`src/hdl/asfe_pkg.sv`:
```
// ----------------------------------------------------------------------------
// asfe_pkg: shared definitions for the audio sample format expander
// Holds the sample format codes and the G.711 expansion constants.
// ----------------------------------------------------------------------------
package asfe_pkg;

  // Sample format codes held in the configuration register.
  typedef enum logic [2:0] {
    FMT_PCM8    = 3'd0,
    FMT_PCM16   = 3'd1,
    FMT_PCM24   = 3'd2,
    FMT_PCM32   = 3'd3,
    FMT_FLOAT32 = 3'd4,
    FMT_FLOAT64 = 3'd5,
    FMT_ALAW    = 3'd6,
    FMT_MULAW   = 3'd7
  } sample_fmt_t;

  localparam sample_fmt_t FMT_RESET = FMT_PCM16;

  // G.711 expansion constants.
  localparam logic [7:0]  ALAW_XOR       = 8'h55;
  localparam logic [15:0] ALAW_SEG0_BIAS = 16'h0008;
  localparam logic [15:0] ALAW_SEG_BIAS  = 16'h0108;
  localparam logic [15:0] MULAW_BIAS     = 16'h0084;

  // Request into the G.711 expander.
  typedef struct packed {
    logic [7:0] code;
    logic       is_mulaw;
  } g711_req_t;

endpackage

```
`src/hdl/asfe_g711_exp.sv`:
```
// ----------------------------------------------------------------------------
// asfe_g711_exp: G.711 A-law / mu-law code to 16-bit linear
// Combinational expander; the result is a 16-bit two's complement value.
// ----------------------------------------------------------------------------
module asfe_g711_exp (
  input  asfe_pkg::g711_req_t req,
  output logic [15:0]         lin
);

  logic [7:0]  a_v;
  logic [2:0]  a_seg;
  logic [15:0] a_mant;
  logic [15:0] a_mag;
  logic [15:0] a_lin;
  logic [7:0]  u_v;
  logic [15:0] u_mag;
  logic [15:0] u_lin;

  always_comb begin
    a_v    = req.code ^ asfe_pkg::ALAW_XOR;
    a_seg  = a_v[6:4];
    a_mant = {8'h00, a_v[3:0], 4'h0};
    unique case (a_seg)
      3'd0:    a_mag = a_mant + asfe_pkg::ALAW_SEG0_BIAS;
      3'd1:    a_mag = a_mant + asfe_pkg::ALAW_SEG_BIAS;
      default: a_mag = (a_mant + asfe_pkg::ALAW_SEG_BIAS) << (a_seg - 3'd1);
    endcase
    // Sign bit set means a positive sample in A-law.
    a_lin = a_v[7] ? a_mag : (16'h0000 - a_mag);

    u_v   = ~req.code;
    u_mag = ({9'h000, u_v[3:0], 3'b000} + asfe_pkg::MULAW_BIAS) << u_v[6:4];
    u_lin = u_v[7] ? (asfe_pkg::MULAW_BIAS - u_mag) : (u_mag - asfe_pkg::MULAW_BIAS);

    lin = req.is_mulaw ? u_lin : a_lin;
  end

endmodule

```
`src/hdl/audio_sample_format_expander_unit.sv`:
```
// An accepted word passes the stage 1, 2 and 3 registers on its way to the output.
// Throughput: one word per cycle, three register stages, while out_ready is high.
// A stalled output holds its word while empty stages upstream keep accepting.
// Reset (rst_n low, synchronous) empties all stages and sets the format to 16-bit PCM.
// ----------------------------------------------------------------------------
// audio_sample_format_expander_unit: raw sample word to signed Q1.31
// Converts PCM8/16/24/32, float32, float64, A-law and mu-law samples.
// ----------------------------------------------------------------------------
module audio_sample_format_expander_unit (
  input  logic               clk,
  input  logic               rst_n,
  // Configuration write channel.
  input  logic               cfg_valid,
  output logic               cfg_ready,
  input  logic [2:0]         cfg_sample_format,
  // Input word channel.
  input  logic               in_valid,
  output logic               in_ready,
  input  logic [63:0]        in_raw_sample,
  // Result word channel.
  output logic               out_valid,
  input  logic               out_ready,
  output logic signed [31:0] out_sample_out,
  output logic               out_clipped
);

  // Stage 1 holds the decoded word. Integer and companded formats are already
  // finished here; floats are reduced to a 53-bit mantissa, a right shift
  // amount and a class that decides saturation.
  typedef struct packed {
    logic        is_flt;
    logic        neg;
    logic        nan;
    logic        big;
    logic        small_val;
    logic [52:0] mant;
    logic [5:0]  sh;
    logic [31:0] word;
  } s1_t;

  // Stage 2 holds the truncated float magnitude next to the carried flags.
  typedef struct packed {
    logic        is_flt;
    logic        neg;
    logic        nan;
    logic        big;
    logic        small_val;
    logic [31:0] mag;
    logic [31:0] word;
  } s2_t;

  asfe_pkg::sample_fmt_t fmt_r;

  logic        v1_r, v2_r, v3_r;
  logic        rdy1, rdy2, rdy3;
  s1_t         s1_nxt, s1_r;
  s2_t         s2_nxt, s2_r;
  logic [31:0] smp_nxt, smp_r;
  logic        clip_nxt, clip_r;

  asfe_pkg::g711_req_t g711_req;
  logic [15:0]         g711_lin;

  logic [7:0]  e32;
  logic [10:0] e64;
  logic [52:0] shifted;

  // The configuration register takes a write in every cycle.
  assign cfg_ready = 1'b1;

  always_ff @(posedge clk) begin
    if (!rst_n) begin
      fmt_r <= asfe_pkg::FMT_RESET;
    end else if (cfg_valid) begin
      fmt_r <= asfe_pkg::sample_fmt_t'(cfg_sample_format);
    end
  end

  // A stage can take a new word when it is empty or its word moves on.
  assign rdy3     = !v3_r || out_ready;
  assign rdy2     = !v2_r || rdy3;
  assign rdy1     = !v1_r || rdy2;
  assign in_ready = rdy1;

  // ---------------------------------------------------------------- stage 1
  assign g711_req.code     = in_raw_sample[7:0];
  assign g711_req.is_mulaw = (fmt_r == asfe_pkg::FMT_MULAW);

  asfe_g711_exp u_g711 (
    .req (g711_req),
    .lin (g711_lin)
  );

  assign e32 = in_raw_sample[30:23];
  assign e64 = in_raw_sample[62:52];

  always_comb begin
    s1_nxt           = '0;
    s1_nxt.mant      = '0;
    s1_nxt.sh        = '0;
    s1_nxt.word      = '0;
    unique case (fmt_r)
      asfe_pkg::FMT_PCM8: begin
        // Removing the bias of 128 flips the top bit.
        s1_nxt.word = {~in_raw_sample[7], in_raw_sample[6:0], 24'h000000};
      end
      asfe_pkg::FMT_PCM16: begin
        s1_nxt.word = {in_raw_sample[15:0], 16'h0000};
      end
      asfe_pkg::FMT_PCM24: begin
        s1_nxt.word = {in_raw_sample[23:0], 8'h00};
      end
      asfe_pkg::FMT_PCM32: begin
        s1_nxt.word = in_raw_sample[31:0];
      end
      asfe_pkg::FMT_FLOAT32: begin
        // The value's top bit sits at Q1.31 position e - 96. The mantissa is
        // placed at the float64 width so both formats share one shifter.
        s1_nxt.is_flt    = 1'b1;
        s1_nxt.neg       = in_raw_sample[31];
        s1_nxt.nan       = (e32 == 8'hFF) && (in_raw_sample[22:0] != 23'h0);
        s1_nxt.big       = (e32 == 8'hFF && in_raw_sample[22:0] == 23'h0) ||
                           (e32 != 8'hFF && e32[7]);
        s1_nxt.small_val = (e32 < 8'd96);
        s1_nxt.mant      = {1'b1, in_raw_sample[22:0], 29'h0};
        s1_nxt.sh        = 6'(8'd148 - e32);
      end
      asfe_pkg::FMT_FLOAT64: begin
        // Here the top bit sits at Q1.31 position e - 992.
        s1_nxt.is_flt    = 1'b1;
        s1_nxt.neg       = in_raw_sample[63];
        s1_nxt.nan       = (e64 == 11'h7FF) && (in_raw_sample[51:0] != 52'h0);
        s1_nxt.big       = (e64 == 11'h7FF && in_raw_sample[51:0] == 52'h0) ||
                           (e64 != 11'h7FF && e64[10]);
        s1_nxt.small_val = (e64 < 11'd992);
        s1_nxt.mant      = {1'b1, in_raw_sample[51:0]};
        s1_nxt.sh        = 6'(11'd1044 - e64);
      end
      asfe_pkg::FMT_ALAW,
      asfe_pkg::FMT_MULAW: begin
        s1_nxt.word = {g711_lin, 16'h0000};
      end
    endcase
  end

  // ---------------------------------------------------------------- stage 2
  // For a word that reaches the shifter the shift is 21 to 52, so the
  // truncated magnitude fits in 32 bits.
  assign shifted = s1_r.mant >> s1_r.sh;

  always_comb begin
    s2_nxt.is_flt    = s1_r.is_flt;
    s2_nxt.neg       = s1_r.neg;
    s2_nxt.nan       = s1_r.nan;
    s2_nxt.big       = s1_r.big;
    s2_nxt.small_val = s1_r.small_val;
    s2_nxt.mag       = shifted[31:0];
    s2_nxt.word      = s1_r.word;
  end

  // ---------------------------------------------------------------- stage 3
  // Saturation: a positive magnitude of 2^31 or more clips to the largest
  // value, a negative magnitude above 2^31 clips to the smallest. Exactly
  // minus one passes without a clip.
  always_comb begin
    smp_nxt  = s2_r.word;
    clip_nxt = 1'b0;
    if (s2_r.is_flt) begin
      priority if (s2_r.nan) begin
        smp_nxt  = 32'h0000_0000;
        clip_nxt = 1'b1;
      end else if (s2_r.big) begin
        smp_nxt  = s2_r.neg ? 32'h8000_0000 : 32'h7FFF_FFFF;
        clip_nxt = 1'b1;
      end else if (s2_r.small_val) begin
        smp_nxt  = 32'h0000_0000;
      end else if (!s2_r.neg) begin
        clip_nxt = s2_r.mag[31];
        smp_nxt  = s2_r.mag[31] ? 32'h7FFF_FFFF : s2_r.mag;
      end else begin
        clip_nxt = s2_r.mag[31] && (s2_r.mag[30:0] != 31'h0);
        smp_nxt  = clip_nxt ? 32'h8000_0000 : (32'h0000_0000 - s2_r.mag);
      end
    end
  end

  // ---------------------------------------------------------------- registers
  always_ff @(posedge clk) begin
    if (!rst_n) begin
      v1_r <= 1'b0;
      v2_r <= 1'b0;
      v3_r <= 1'b0;
    end else begin
      if (rdy1) begin
        v1_r <= in_valid;
      end
      if (rdy2) begin
        v2_r <= v1_r;
      end
      if (rdy3) begin
        v3_r <= v2_r;
      end
    end
  end

  always_ff @(posedge clk) begin
    if (rdy1 && in_valid) begin
      s1_r <= s1_nxt;
    end
    if (rdy2 && v1_r) begin
      s2_r <= s2_nxt;
    end
    if (rdy3 && v2_r) begin
      smp_r  <= smp_nxt;
      clip_r <= clip_nxt;
    end
  end

  assign out_valid      = v3_r;
  assign out_sample_out = smp_r;
  assign out_clipped    = clip_r;

endmodule

```
`config.mk`:
```
export PLATFORM = sky130hd
export DESIGN_NAME = audio_sample_format_expander_unit
export DESIGN_NICKNAME = d
export VERILOG_FILES = /design/src/hdl/asfe_pkg.sv /design/src/hdl/asfe_g711_exp.sv /design/src/hdl/audio_sample_format_expander_unit.sv
export SDC_FILE = /design/constraint.sdc
export NUM_CORES = 1
export LEC_CHECK = 0
export ABC_CLOCK_PERIOD_IN_PS = 7980
export BUFFER_PORTS_ARGS = -buffer_cell sky130_fd_sc_hd__buf_2
export CAP_MARGIN = 20
export CORE_AREA = 2 2 168 170
export DETAILED_ROUTE_END_ITERATION = 12
export DIE_AREA = 0 0 170 172
export GPL_ROUTABILITY_DRIVEN = 0
export PLACE_DENSITY = 0.67
export SYNTH_ARGS = -nofsm -noshare
export SYNTH_HDL_FRONTEND = slang
export SYNTH_SLANG_ARGS = --single-unit
export TNS_END_PERCENT = 20
```
`constraint.sdc`:
```
create_clock -name clk -period 7.98 [get_ports clk]
set_input_delay 0.798 -clock clk [delete_from_list [all_inputs] [get_ports clk]]
set_output_delay 0.798 -clock clk [all_outputs]
set_load 0.05 [all_outputs]
```
Word level (Yosys, flattened, before mapping):

Cells that the tools add are included.

* register bits: 204
* input bits: 72
* output and inout bits: 36

* $add $sub $neg: 10
* order comparisons: 2
* eq/ne operators: 12
* shifts and indexed selects: 3
* multiplexer cells: 18
* bitwise logic cells: 3
* reductions and logical operators: 26

Operator list (count)
* $mux 32: 7
* $pmux 32 s5: 1
* $pmux 64 s2: 1
* $shr 53x6->32: 1
* $logic_not 52->1: 1
* $reduce_bool 52->1: 1
* $mux 16: 3
* $pmux 16 s2: 1
* $shl 16x3->16: 2
* $sub 1x32->32 const A: 1
* $mux 31: 1
* $reduce_bool 31->1: 1
* $logic_not 23->1: 1
* $reduce_bool 23->1: 1
* $sub 1x16->16 const A: 1
* $sub 16x8->16 const B: 1
* $sub 8x16->16 const A: 1
* $eq 3x3->1 const B: 4
* $sub 5x6->6 const A: 2
* $eq 11x11->1 const B: 1
* $lt 11x10->1 const B: 1
* $ne 11x11->1 const B: 1
* $add 8x9->10 const B: 1
* $logic_and 1x1->1: 10
* other kinds (16): 28

Depth between registers and ports, before layout:

Gate-level depths: netlist (run 1).

* word-level depth: 8
* depth in mapped cells: 13

Modules after synthesis:

A second synthesis (run 1) with hierarchy kept.

* cell total of the unflattened synthesis: 1460
* area, all modules: 14901.8 um^2

By module, submodules not included
* audio_sample_format_expander_unit: times used 1, cells an instance 1186, area each 13052.5 um^2, sequential area each 6035.8 um^2
* asfe_g711_exp: times used 1, cells an instance 274, area each 1849.3 um^2, sequential area each 0.0 um^2

Worst setup path after synthesis (run 1):

OpenSTA, ideal clock, no wires.

* path kind: input-to-reg
* from: input port out_ready
* to: register s2_r[0] (netlist bit) (enable)
* data arrival time: 5913 ps
* required time: 7378 ps
* setup slack: 1465 ps
* stages: 2
* path buffers: 0
* cell sequence: nor2b_1 a21boi_0

* word-level cells in the longest chain between the ends: 3

RTL lines
* start: declaration: line audio_sample_format_expander_unit.sv:22 `input logic out_ready,`
* $logic_or 1x1->1: line audio_sample_format_expander_unit.sv:80 `assign rdy3 = !v3_r || out_ready;`
* $logic_or 1x1->1: line audio_sample_format_expander_unit.sv:81 `assign rdy2 = !v2_r || rdy3;`
* $logic_and 1x1->1: line audio_sample_format_expander_unit.sv:210 `if (rdy2 && v1_r) begin`
* end signal: assignment: line audio_sample_format_expander_unit.sv:211 `s2_r <= s2_nxt;`
* end: declaration: line audio_sample_format_expander_unit.sv:57 `s2_t s2_nxt, s2_r;`

Every way passes these cells.
A chain may end at the register's enable or synchronous reset.

Final worst setup path (run 1):

* from: input port in_raw_sample[4]
* to: register s1_r[28] (netlist bit) (data pin)

* word-level cells in the longest chain between the ends: 8
* elaborated cells between the ends (all ways): 15

RTL lines
* start: declaration: line audio_sample_format_expander_unit.sv:19 `input logic [63:0] in_raw_sample,`
* $not 4->4 (no line)
* $sub 3x1->3: line asfe_g711_exp.sv:26 `default: a_mag = (a_mant + asfe_pkg::ALAW_SEG_BIAS) << (a_seg - 3'd1);`
* $shl 16x3->16: line asfe_g711_exp.sv:26
* $pmux 16 s2: line asfe_g711_exp.sv:23 `unique case (a_seg)`
* $sub 1x16->16: line asfe_g711_exp.sv:29 `a_lin = a_v[7] ? a_mag : (16'h0000 - a_mag);`
* $mux 16: line asfe_g711_exp.sv:29
* $mux 16: line asfe_g711_exp.sv:35 `lin = req.is_mulaw ? u_lin : a_lin;`
* $pmux 32 s5 *: line audio_sample_format_expander_unit.sv:102 `unique case (fmt_r)`
* end signal: assignment: line audio_sample_format_expander_unit.sv:208 `s1_r <= s1_nxt;`
* end: declaration: line audio_sample_format_expander_unit.sv:56 `s1_t s1_nxt, s1_r;`

Mark *: on every way between the ends. The rest lies on a longest branch, timed or not.

==> flow_summary_export.csv, run 1 <==
group,metric,value,unit
status,status,"finished, final reports clean",
power,irDropWorstVdd,0.156,mV
synth,yosys.cell_count.top_type,"edfxtp_1",
die,io_pins,108,
die,die_h,172,microns
cts,htree_levels,1,
timing,drv_slew,0,
power,seq_power_share,44.5,%
flow_run,max-cap-violations,0,
synth,synth_edf_count,197,
timing,fin_crit_sh,45.5,%
timing,slew_headroom,33.3,%
cts,cts_tree,"done",
cts,cts_setup_buffers,0,
synth,avgSynthCellArea,10.0,sq um
critical_path,startpoint,"in_raw_sample[4]",
die,die-area,29200,sq um
timing,tightest_slew,0.999,ns
cts,cts-root-buf,"clkbuf_16",
routing,via_per_inst,6.41,
global_routing,grt.overflow.total,0,
global_routing,antenna_found_initial,0,
synth,synthTopCellsByCount,"197 x edfxtp_1, 183 x nand2_1, 138 x nor2_1, 79 x mux2i_1, 73 x a21oi_1",
critical_path,reg2reg_slack,4.38,ns
power,p_total,2.89,mW
critical_path,endpoint_kind,"flop",
critical_path,critPathKind,"in2reg",
synth,synthFlopType,"edfxtp_1",
synth,async_reset_ff_share,0,%
cts,clock_sinks,203,
cts,cts_buffers,23,
routing,drt_iter0_drc,1673,
synth,syn_nets,1423,
timing,fmax,276,MHz
timing,rsz0062_at_grt,"false",
synth,synth_top_cell_area_share,44.0,%
timing,setup_viol_count_final,0,
synth,synthCells,1341,
die,fp-row-count,61,
global_routing,grt_max_degree,88,
die,die-width,170,microns
min_path,hold_start,"s1_r[2]",
place,placed_cells,1706,
critical_path,crit_arrival,3.86,ns
die,start_util,49.0,%
min_path,hold_path_class,"reg2reg",
global_routing,grt_usage,25.8,%
cts,cts.clk_slew.worst_paths,0.06,ns
timing,holdWs,0.417,ns
routing,drc,0,
global_routing,grt_pass1_wl,57800,microns
routing,dr.pass1.iters,7,
routing,wl,37800,microns
timing,hold_viol,0,
layout,n_antenna_cell,0,
critical_path,reg2reg_from,"fmt_r[2]",
layout,layout.cells.non_filler,1749,
synth,yosysSeqAreaShare,44.9,%
routing,postRouteAntennaNets,0,
timing,clock_skew,0.0126,ns
synth,synth_area_leader_cell,"edfxtp_1",
critical_path,critPathMaxFanout,27,
place,placed_area,14100,sq um
synth,synth_cell_type_count,80,
place,hpwl,27300,microns
place,dp_slack,3.90,ns
timing,fin_crit,3.63,ns
synth,yosys_warnings,0,
synth,synth_area_leaders,"edfxtp_1 44%, mux4_2 7.0%, mux2i_1 5.9%, nand2_1 5.1%, nor2_1 3.9%",
cts,cts_hold_buf,0,
global_routing,grt_pass1_vias,9964,
power,sw_frac_of_total,29.1,%
layout,final_util,54.3,%
cts,clock_path_buffers,3,
cts,ctsResizeCount,0,
power,p_comb_share,19.8,%
routing,dr_total_vias,11200,
layout,layout.nets,1468,
synth,syn_area,13500,sq um
layout,drive_above_1_share,18.1,%
routing,post_drt_wl_per_cell,21.6,microns
die,core,27500,sq um
power,p_per_area,194,nW/um^2
power,p_leak,5.73,nW
power,pwr-share-clk,35.7,%
layout,syn_to_final_growth,10.9,%
synth,ys_seq_elements,203,
place,port_buffers,106,
timing,finalSetupTns,0,ns
power,p_int,2.05,mW
critical_path,required,8.21,ns
power,p_sw,841,uW
cts,clock_latency,0.51,ns
layout,fill_cells,2424,
critical_path,cp-start-kind,"primary input",
timing,fin_ws,4.35,ns
layout,final_area,14900,sq um
==> flip-flops by register name (all words and copies together), names as in the netlist <==
name	flops
s2_r	69
fmt_r	3
v2_r	1
s1_r	95
out_sample_out	32
v1_r	1
out_clipped	1
out_valid	1
==> layout by cell type (no fill, tap or decap), types with 6 or more instances in the layout <==
cell type / netlist / layout
xnor2_1: 30 / 30
nor4_1: 14 / 14
nor3_1: 26 / 26
nor2b_1: 16 / 15
inv_1: 48 / 48
a22oi_1: 6 / 6
mux4_2: 42 / 42
a21oi_1: 73 / 73
edfxtp_1: 197 / 197
a31oi_1: 14 / 13
and2_1: 10 / 10
nand2b_1: 13 / 13
ha_1: 10 / 10
clkinv_1: 2 / 6
xor2_1: 18 / 18
o31ai_1: 8 / 8
o221ai_1: 25 / 25
o21ai_0: 59 / 59
buf_4: 2 / 17
nand4_1: 7 / 7
mux2i_1: 79 / 79
a211oi_1: 19 / 19
nor2_1: 138 / 138
o22ai_1: 39 / 39
buf_2: 17 / 106
nand3_1: 13 / 13
nand2_1: 183 / 183
clkbuf_16: 0 / 23
mux2_2: 8 / 8
o221ai_2: 10 / 10
and3_1: 29 / 29
==> power by group through the flow <==
| stage | sequential (mW) | clock [mW] | combinational, mW |
|---|---|---|---|
| floorplan | 1.32 | 0 | 0.389 |
| global placement | 1.31 | 0 | 0.553 |
| detailed placement | 1.31 | 0 | 0.557 |
| CTS | 1.29 | 1.05 | 0.560 |
| global route | 1.30 | 1.09 | 0.619 |
| finish | 1.29 | 1.03 | 0.573 |
==> worst max-delay path, cell delays in order <==
cell	delay [ns]
buf_2	0.38
inv_2	0.22
ha_1	0.53
mux4_2	0.58
a2111oi_2	0.41
a221oi_2	0.11
and4b_1	0.28
a31oi_1	0.23
xor2_1	0.17
o221ai_1	0.14
==> area by class of cell <==
class	count	area, sq um	share of cell area (%)
Clock buffer	23	576	3.86
Clock inverter	19	175	1.17
Inverter	55	206	1.38
Multi-Input combinational cell	979	6800	45.6
Sequential cell	203	6040	40.5
Tap cell	346	433	2.90
Timing Repair Buffer	124	686	4.60
==> path summary, 6_finish.rpt <==
path | depth (start not counted) | endpoint
hold / removal | 0 | s2_r[2]
hold reg to reg | 0 | s2_r[2]
setup reg to reg | 11 | s1_r[37]
setup / recovery | 10 | s1_r[28]
==> logic make-up (layout without fill, tap and decap cells) <==
logic type	count (synthesis)	after routing	share of synthesized area, %
buffers and inverters	159	221	4.82
AOI/OAI and AO/OA	313	313	16.1
adders and majority gates	10	10	0.930
xor gates and xnor gates	48	48	3.13
DFF	203	203	44.9
and+or+nand+nor	478	478	16.5
other	1	1	0.0279
muxes	129	129	13.6
==> layer usage <==
layer  track usage, %  up-vias  wire length, microns
met5                0        -                     0
met3             4.01       96                  3650
met4             11.0        0                  1680
met2             38.6      658                 16400
met1             37.4     5333                 16100
li1                 -     5122                     -
Power figures use the tool's default switching activity.
==> inputs of run 2 (changes only) <==
ABC_AREA = 1   (was default)
ABC_CLOCK_PERIOD_IN_PS = 3700   (was 7980)
PLACE_DENSITY = 0.68   (was 0.67)
clock period = 3.7 ns   (was 7.98 ns; I/O delays follow)
==> run 2 against run 1 <==
Power is 120% higher. Utilization hardly changed. Sequential share of layout area hardly changed. Area after synthesis is 0.64% higher. Largest power group unchanged. Cell count is 26% higher. Setup slack worse by 3.4 ns. Sequential power is 120% higher. Non-clock buffer count is 1 lower. Combinational power is 130% higher. Synthesized cell count is 33% higher. Highest routed layer is now met5.
==> flow_summary_export.csv, run 2 <==
group,metric,value,unit
status,status,"finished, final reports clean",
timing,finalSetupTns,0,ns
synth,syn_area,13500,sq um
global_routing,grt.overflow.total,0,
synth,synthTopCellsByCount,"566 x nand2_1, 197 x edfxtp_1, 169 x o21ai_0, 153 x nor2_1, 141 x nand3_1",
synth,synthAdderAreaFrac,0.924,%
power,p_leak,6.36,nW
timing,clock_skew,0.0193,ns
layout,layout.nets,1920,
synth,synth_edf_count,197,
critical_path,crit_arrival,3.09,ns
layout,largest-register,"s1_r",
die,die_h,172,microns
synth,synth_xor_xnor_area_share,1.49,%
cts,cts_buffers,22,
synth,syn_nets,1871,
routing,dr.pass1.iters,7,
global_routing,grt_max_degree,70,
global_routing,grt_usage,27.5,%
place,port_buffers,106,
synth,ys_seq_elements,203,
routing,via_per_inst,5.87,
routing,drt_iter0_drc,1517,
timing,tightest_slew,1.09,ns
routing,postRouteAntennaNets,0,
layout,drive_above_1_share,11.3,%
global_routing,grt_pass1_vias,11600,
critical_path,required,4.07,ns
layout,mostFrequentLayoutCell,"nand2_1",
place,dp_slack,0.688,ns
layout,syn_to_final_growth,10.1,%
timing,slew_headroom,27.6,%
timing,drv_slew,0,
synth,synth_compound_area_share,15.2,%
cts,cts-root-buf,"clkbuf_16",
timing,hold_viol,0,
synth,yosys_warnings,0,
cts,ctsResizeCount,0,
synth,async_reset_ff_share,0,%
synth,synthFlopType,"edfxtp_1",
synth,synthCells,1789,
layout,fill_cells,2627,
synth,yosysSeqAreaShare,44.6,%
routing,post_drt_wl_per_cell,18.3,microns
layout,final_cell_mix,"566 x nand2_1, 197 x edfxtp_1, 169 x o21ai_0",
cts,clock_path_buffers,3,
power,irDropWorstVdd,0.372,mV
cts,htree_levels,1,
die,io_pins,108,
cts,cts_setup_buffers,0,
critical_path,endpoint_kind,"flop",
critical_path,cp-start-kind,"flop",
synth,yosys.cell_count.top_type,"nand2_1",
layout,n_antenna_cell,0,
place,hpwl,30400,microns
synth,synthSimpleGateAreaFrac,29.4,%
routing,drc,0,
critical_path,critPathKind,"reg2reg",
die,die-width,170,microns
layout,multi_input_area,6560,sq um
power,p_per_area,418,nW/um^2
cts,cts_tree,"done",
routing,dr_total_vias,12900,
layout,largest_reg_flops,95,
synth,synth_top_cell_area_share,43.7,%
die,core,27500,sq um
cts,cts.clk_slew.worst_paths,0.06,ns
cts,cts_hold_buf,0,
die,start_util,49.3,%
timing,fin_ws,0.983,ns
timing,fmax,368,MHz
die,fp-row-count,61,
synth,synth_top_family_by_area,"simple AND/OR/NAND/NOR gates",
layout,seq_area,6040,sq um
global_routing,grt_pass1_wl,62800,microns
synth,synth_mux_area_share,1.33,%
timing,fin_crit_sh,73.4,%
flow_run,max-cap-violations,0,
timing,fin_crit,2.72,ns
timing,rsz0062_at_grt,"false",
die,die-area,29200,sq um
cts,clock_sinks,203,
cts,clock_latency,0.51,ns
synth,synth_cell_type_count,54,
global_routing,antenna_found_initial,1,
synth,synth_area_leaders,"edfxtp_1 44%, nand2_1 16%, o21ai_0 6.2%, nand3_1 5.2%, nor2_1 4.2%",
min_path,hold_path_class,"in2reg",
timing,setup_viol_count_final,0,
synth,avgSynthCellArea,7.57,sq um
critical_path,critPathMaxFanout,49,
routing,wl,40200,microns
synth,synth_area_leader_cell,"edfxtp_1",
-- run 2: cell count changes after synthesis, moves of 29 or more --
| cell | change |
|---|---|
| inv_1 | +66 |
| nand3_1 | +128 |
| mux4_2 | -42 |
| nand2_1 | +383 |
| mux2i_1 | -61 |
| o21ai_0 | +110 |
| and3_1 | -29 |
-- run 2: worst max-delay path, stage by stage (launching register included) --
cell and delay [ns]:
edfxtp_1 0.40, inv_2 0.59, nand2_1 0.18, nand3_1 0.12, o21ai_0 0.16, o21ai_0 0.48, mux2i_1 0.25, a21oi_1 0.16
o21ai_0 0.14, nand2_1 0.08
-- run 2: cells by family after synthesis --
kind of cell / Yosys count
other: 1
AO/OA/AOI/OAI: 358
XOR/XNOR: 23
AND/OR/NAND/NOR: 945
buffers and inverters: 231
multiplexers: 18
flip-flops: 203
adder cells (fa/ha/maj): 10
-- run 2: worst paths after layout --
path / from / slack [ns] / endpoint / cells past startpoint
hold / removal: cfg_valid / 0.16 / fmt_r[0] / 2
setup / recovery: s1_r[32] / 0.98 / s2_r[42] / 9
hold reg to reg: s1_r[22] / 0.41 / s2_r[22] / 0
setup reg to reg: s1_r[32] / 0.98 / s2_r[42] / 9
-- run 2: stage by stage --
| stage | utilization (%) | hold slack, ns | power (mW) | instances | cell area (sq um) |
|---|---|---|---|---|---|
| 6_report | 54.2 | 0.155 | 6.23 | 2200 | 14900 |
| 5_1_grt | 54.2 | 0.164 | 6.51 | 2200 | 14900 |
| 4_1_cts | 54.2 | 0.139 | 6.22 | 2200 | 14900 |
| 3_5_place_dp | 51.7 | 0.405 | 4.14 | 2160 | 14200 |
| 3_3_place_gp | 51.7 | 0.404 | 4.13 | 2160 | 14200 |
| 2_1_floorplan | - | 0.400 | 3.75 | 1789 | 13500 |
-- run 2: report_power, final --
group / total (mW) / switching (mW) / leakage [nW] / internal [mW]
Combinational: 1.34 / 0.953 / 4.04 / 0.387
Clock: 2.09 / 0.859 / 0.337 / 1.23
Sequential: 2.80 / 0.0927 / 1.99 / 2.70
Total: 6.23 / 1.90 / 6.36 / 4.32
-- run 2: cell type report --
cell class              instances  area share [%]
inverters                     133            3.38
clock buffers                  32            4.15
flip-flops and latches        203            40.5
multi-input cells            1355            44.0
clock inverters                 8           0.537
well taps                     346            2.90
repair buffers                123            4.50
-- run 2: layer usage --
| metal | share of wire, % | GRT usage, % | up-vias | routed length (microns) |
|---|---|---|---|---|
| li1 | - | - | 6227 | - |
| met1 | 43 | 39.3 | 5841 | 17500 |
| met2 | 43 | 42.3 | 707 | 17400 |
| met3 | 9.3 | 4.33 | 127 | 3720 |
| met4 | 4.0 | 10.4 | 2 | 1590 |
| met5 | 0.025 | 0 | - | 10 |
==> inputs of run 3 (changes only) <==
ABC_AREA = 0   (was 1)
ABC_CLOCK_PERIOD_IN_PS = 2350   (was 3700)
PLACE_DENSITY = 0.7   (was 0.68)
clock period = 2.35 ns   (was 3.7 ns; I/O delays follow)
==> run 3 against run 2 <==
The flow now finishes with violations (setup timing). Sequential power rose by 56%. Combinational power rose by 72%. Non-clock buffer count rose by 155. Cell count fell by 14%. Clock power rose by 70%. First-iteration DRC count fell by 6.4%. Maximum frequency rose by 9.1%. Power rose by 64%. Via count fell by 8.0%. Count of clock-buffer cells in the layout fell by 7. Wire length fell by 1.5%.
==> flow_summary_export.csv, run 3 (synthesized netlist as in run 1, its figures left out) <==
group,metric,value,unit
status,status,"complete, but fails checks",
status,failed_checks,"setup timing",
routing,post_drt_wl_per_cell,20.8,microns
timing,fin_crit,2.49,ns
critical_path,path_depth,9,
critical_path,crit_arrival,2.80,ns
critical_path,required,2.66,ns
power,p_total,10.2,mW
routing,via_per_inst,6.24,
die,io_pins,108,
die,die_h,172,microns
routing,drc,0,
layout,layout.nets,1622,
cts,cts-root-buf,"clkbuf_16",
layout,fill_cells,2245,
timing,slew_headroom,43.1,%
timing,fin_ws,-0.141,ns
die,start_util,49.0,%
die,die-area,29200,sq um
timing,holdWs,0.0256,ns
cts,clock_sinks,203,
die,fp-row-count,61,
cts,cts_tree,"done",
timing,fin_crit_sh,106,%
critical_path,crit_path_max_incr_delay,0.41,ns
timing,finalSetupTns,-1.74,ns
layout,mostFrequentLayoutCell,"edfxtp_1",
power,irDropWorstVdd,0.473,mV
layout,largest-register,"s1_r",
routing,dr_total_vias,11900,
global_routing,grt.overflow.total,0,
layout,largest_reg_flops,95,
layout,final_cell_mix,"197 x edfxtp_1, 183 x nand2_1, 146 x buf_4",
routing,postRouteAntennaNets,0,
critical_path,reg2reg_slack,-0.14,ns
layout,final_area,16600,sq um
critical_path,reg2reg_from,"s2_r[48]",
min_path,hold_path_class,"in2reg",
critical_path,path_buf_inv,1,
place,hpwl,29300,microns
layout,n_antenna_cell,0,
critical_path,cp-start-kind,"flop",
timing,tightest_slew,0.832,ns
power,p_per_area,617,nW/um^2
timing,setup_viol_count_final,26,
global_routing,grt_usage,26.8,%
die,core,27500,sq um
timing,clock_skew,0.0171,ns
critical_path,critPathSlowestCell,"or3_4",
timing,rsz0062_at_grt,"true",
layout,layout.cells.non_filler,1903,
critical_path,crit_family,"simple AND/OR/NAND/NOR gates",
critical_path,r2r_end,"out_sample_out[16]",
cts,clock_latency,0.52,ns
critical_path,endpoint_kind,"flop",
critical_path,crit_path_cell_trace,"or3_4 > nor4_4 > nand4_2 > nor2b_2 > and2b_1 > o21bai_1 > a21o_2 > buf_12 > o221ai_1",
cts,cts_buffers,23,
timing,hold_viol,0,
global_routing,grt_pass1_wl,61000,microns
place,placed_area,15400,sq um
critical_path,rr_worst_depth,9,
cts,htree_levels,1,
critical_path,startpoint,"s2_r[48]",
place,dp_slack,-0.339,ns
timing,drv_slew,0,
critical_path,critPathKind,"reg2reg",
flow_run,max-cap-violations,0,
place,port_buffers,106,
layout,final_util,60.4,%
routing,wl,39500,microns
global_routing,antenna_found_initial,2,
cts,cts.clk_slew.worst_paths,0.06,ns
layout,drive_above_1_share,28.5,%
routing,dr.pass1.iters,6,
routing,drt_iter0_drc,1420,
place,placed_cells,1847,
die,die-width,170,microns
global_routing,grt_pass1_vias,11100,
cts,clock_path_buffers,3,
layout,syn_to_final_growth,23.5,%
critical_path,crit_end,"out_sample_out[16]",
critical_path,critPathMaxFanout,7,
power,p_leak,6.60,nW
global_routing,grt_max_degree,87,
timing,fmax,401,MHz
==> run 3: cell types whose count changed in the layout (fill, tap and decap cells not counted), sizes merged, moves of 27 or more <==
cell    previous run  this run
nand2            576       183
buf              123       271
o21ai            204        62
nand3            142        13
inv              130        59
mux2i             18        79
mux4               0        42
o221ai             3        35
and3               0        29
xnor2              3        30
==> run 3: how the worst min path moves through the flow <==
stage	from	endpoint	depth (start not counted)
after global placement	s1_r[17]	s2_r[17]	0
after CTS	cfg_sample_format[2]	fmt_r[2]	3
after global routing	cfg_sample_format[2]	fmt_r[2]	3
final	cfg_sample_format[2]	fmt_r[2]	3
after floorplan	rst_n	fmt_r[0]	1
after detailed placement	s1_r[0]	s2_r[0]	0
==> run 3: layer usage <==
metal  routed length (microns)  up-vias  share of wire [%]  global-route usage (%)
li1                          -     5437                  -                       -
met1                     16500     5595                 42                    38.2
met2                     17400      709                 44                    41.2
met3                      3640      132                9.2                    3.85
met4                      2060        0                5.2                    11.5
met5                         0        -                  0                       0
==> run 3: layout make-up <==
class	instances	area (sq um)	area share, %
Clock buffer	25	583	3.51
Inverter	55	206	1.24
Timing Repair Buffer	278	2070	12.5
Multi-Input combinational cell	979	7090	42.7
Tap cell	346	433	2.61
Sequential cell	203	6040	36.4
Clock inverter	17	175	1.05
==> run 3: worst reg2reg max path, stage by stage, from the launching register on <==
cell	delay, ns
edfxtp_1	0.38
or3_4	0.41
nor4_4	0.24
nand4_2	0.17
nor2b_2	0.15
and2b_1	0.15
o21bai_1	0.07
a21o_2	0.30
buf_12	0.17
o221ai_1	0.24
==> run 3: where the power goes <==
group	switching, mW	internal (mW)
registers	0.142	4.23
clock network	1.50	2.06
logic	1.35	0.967
total	2.99	7.26
==> run 3: timing repair <==
action                                  4_1_cts  5_1_grt
hold buffers                                  4        0
cloned                                        0        4
setup buffers                                 1        5
endpoints found under the setup margin       37       60
hold endpoints to repair                      3        0
pin swaps                                     6       16
gates resized for setup                      11       42
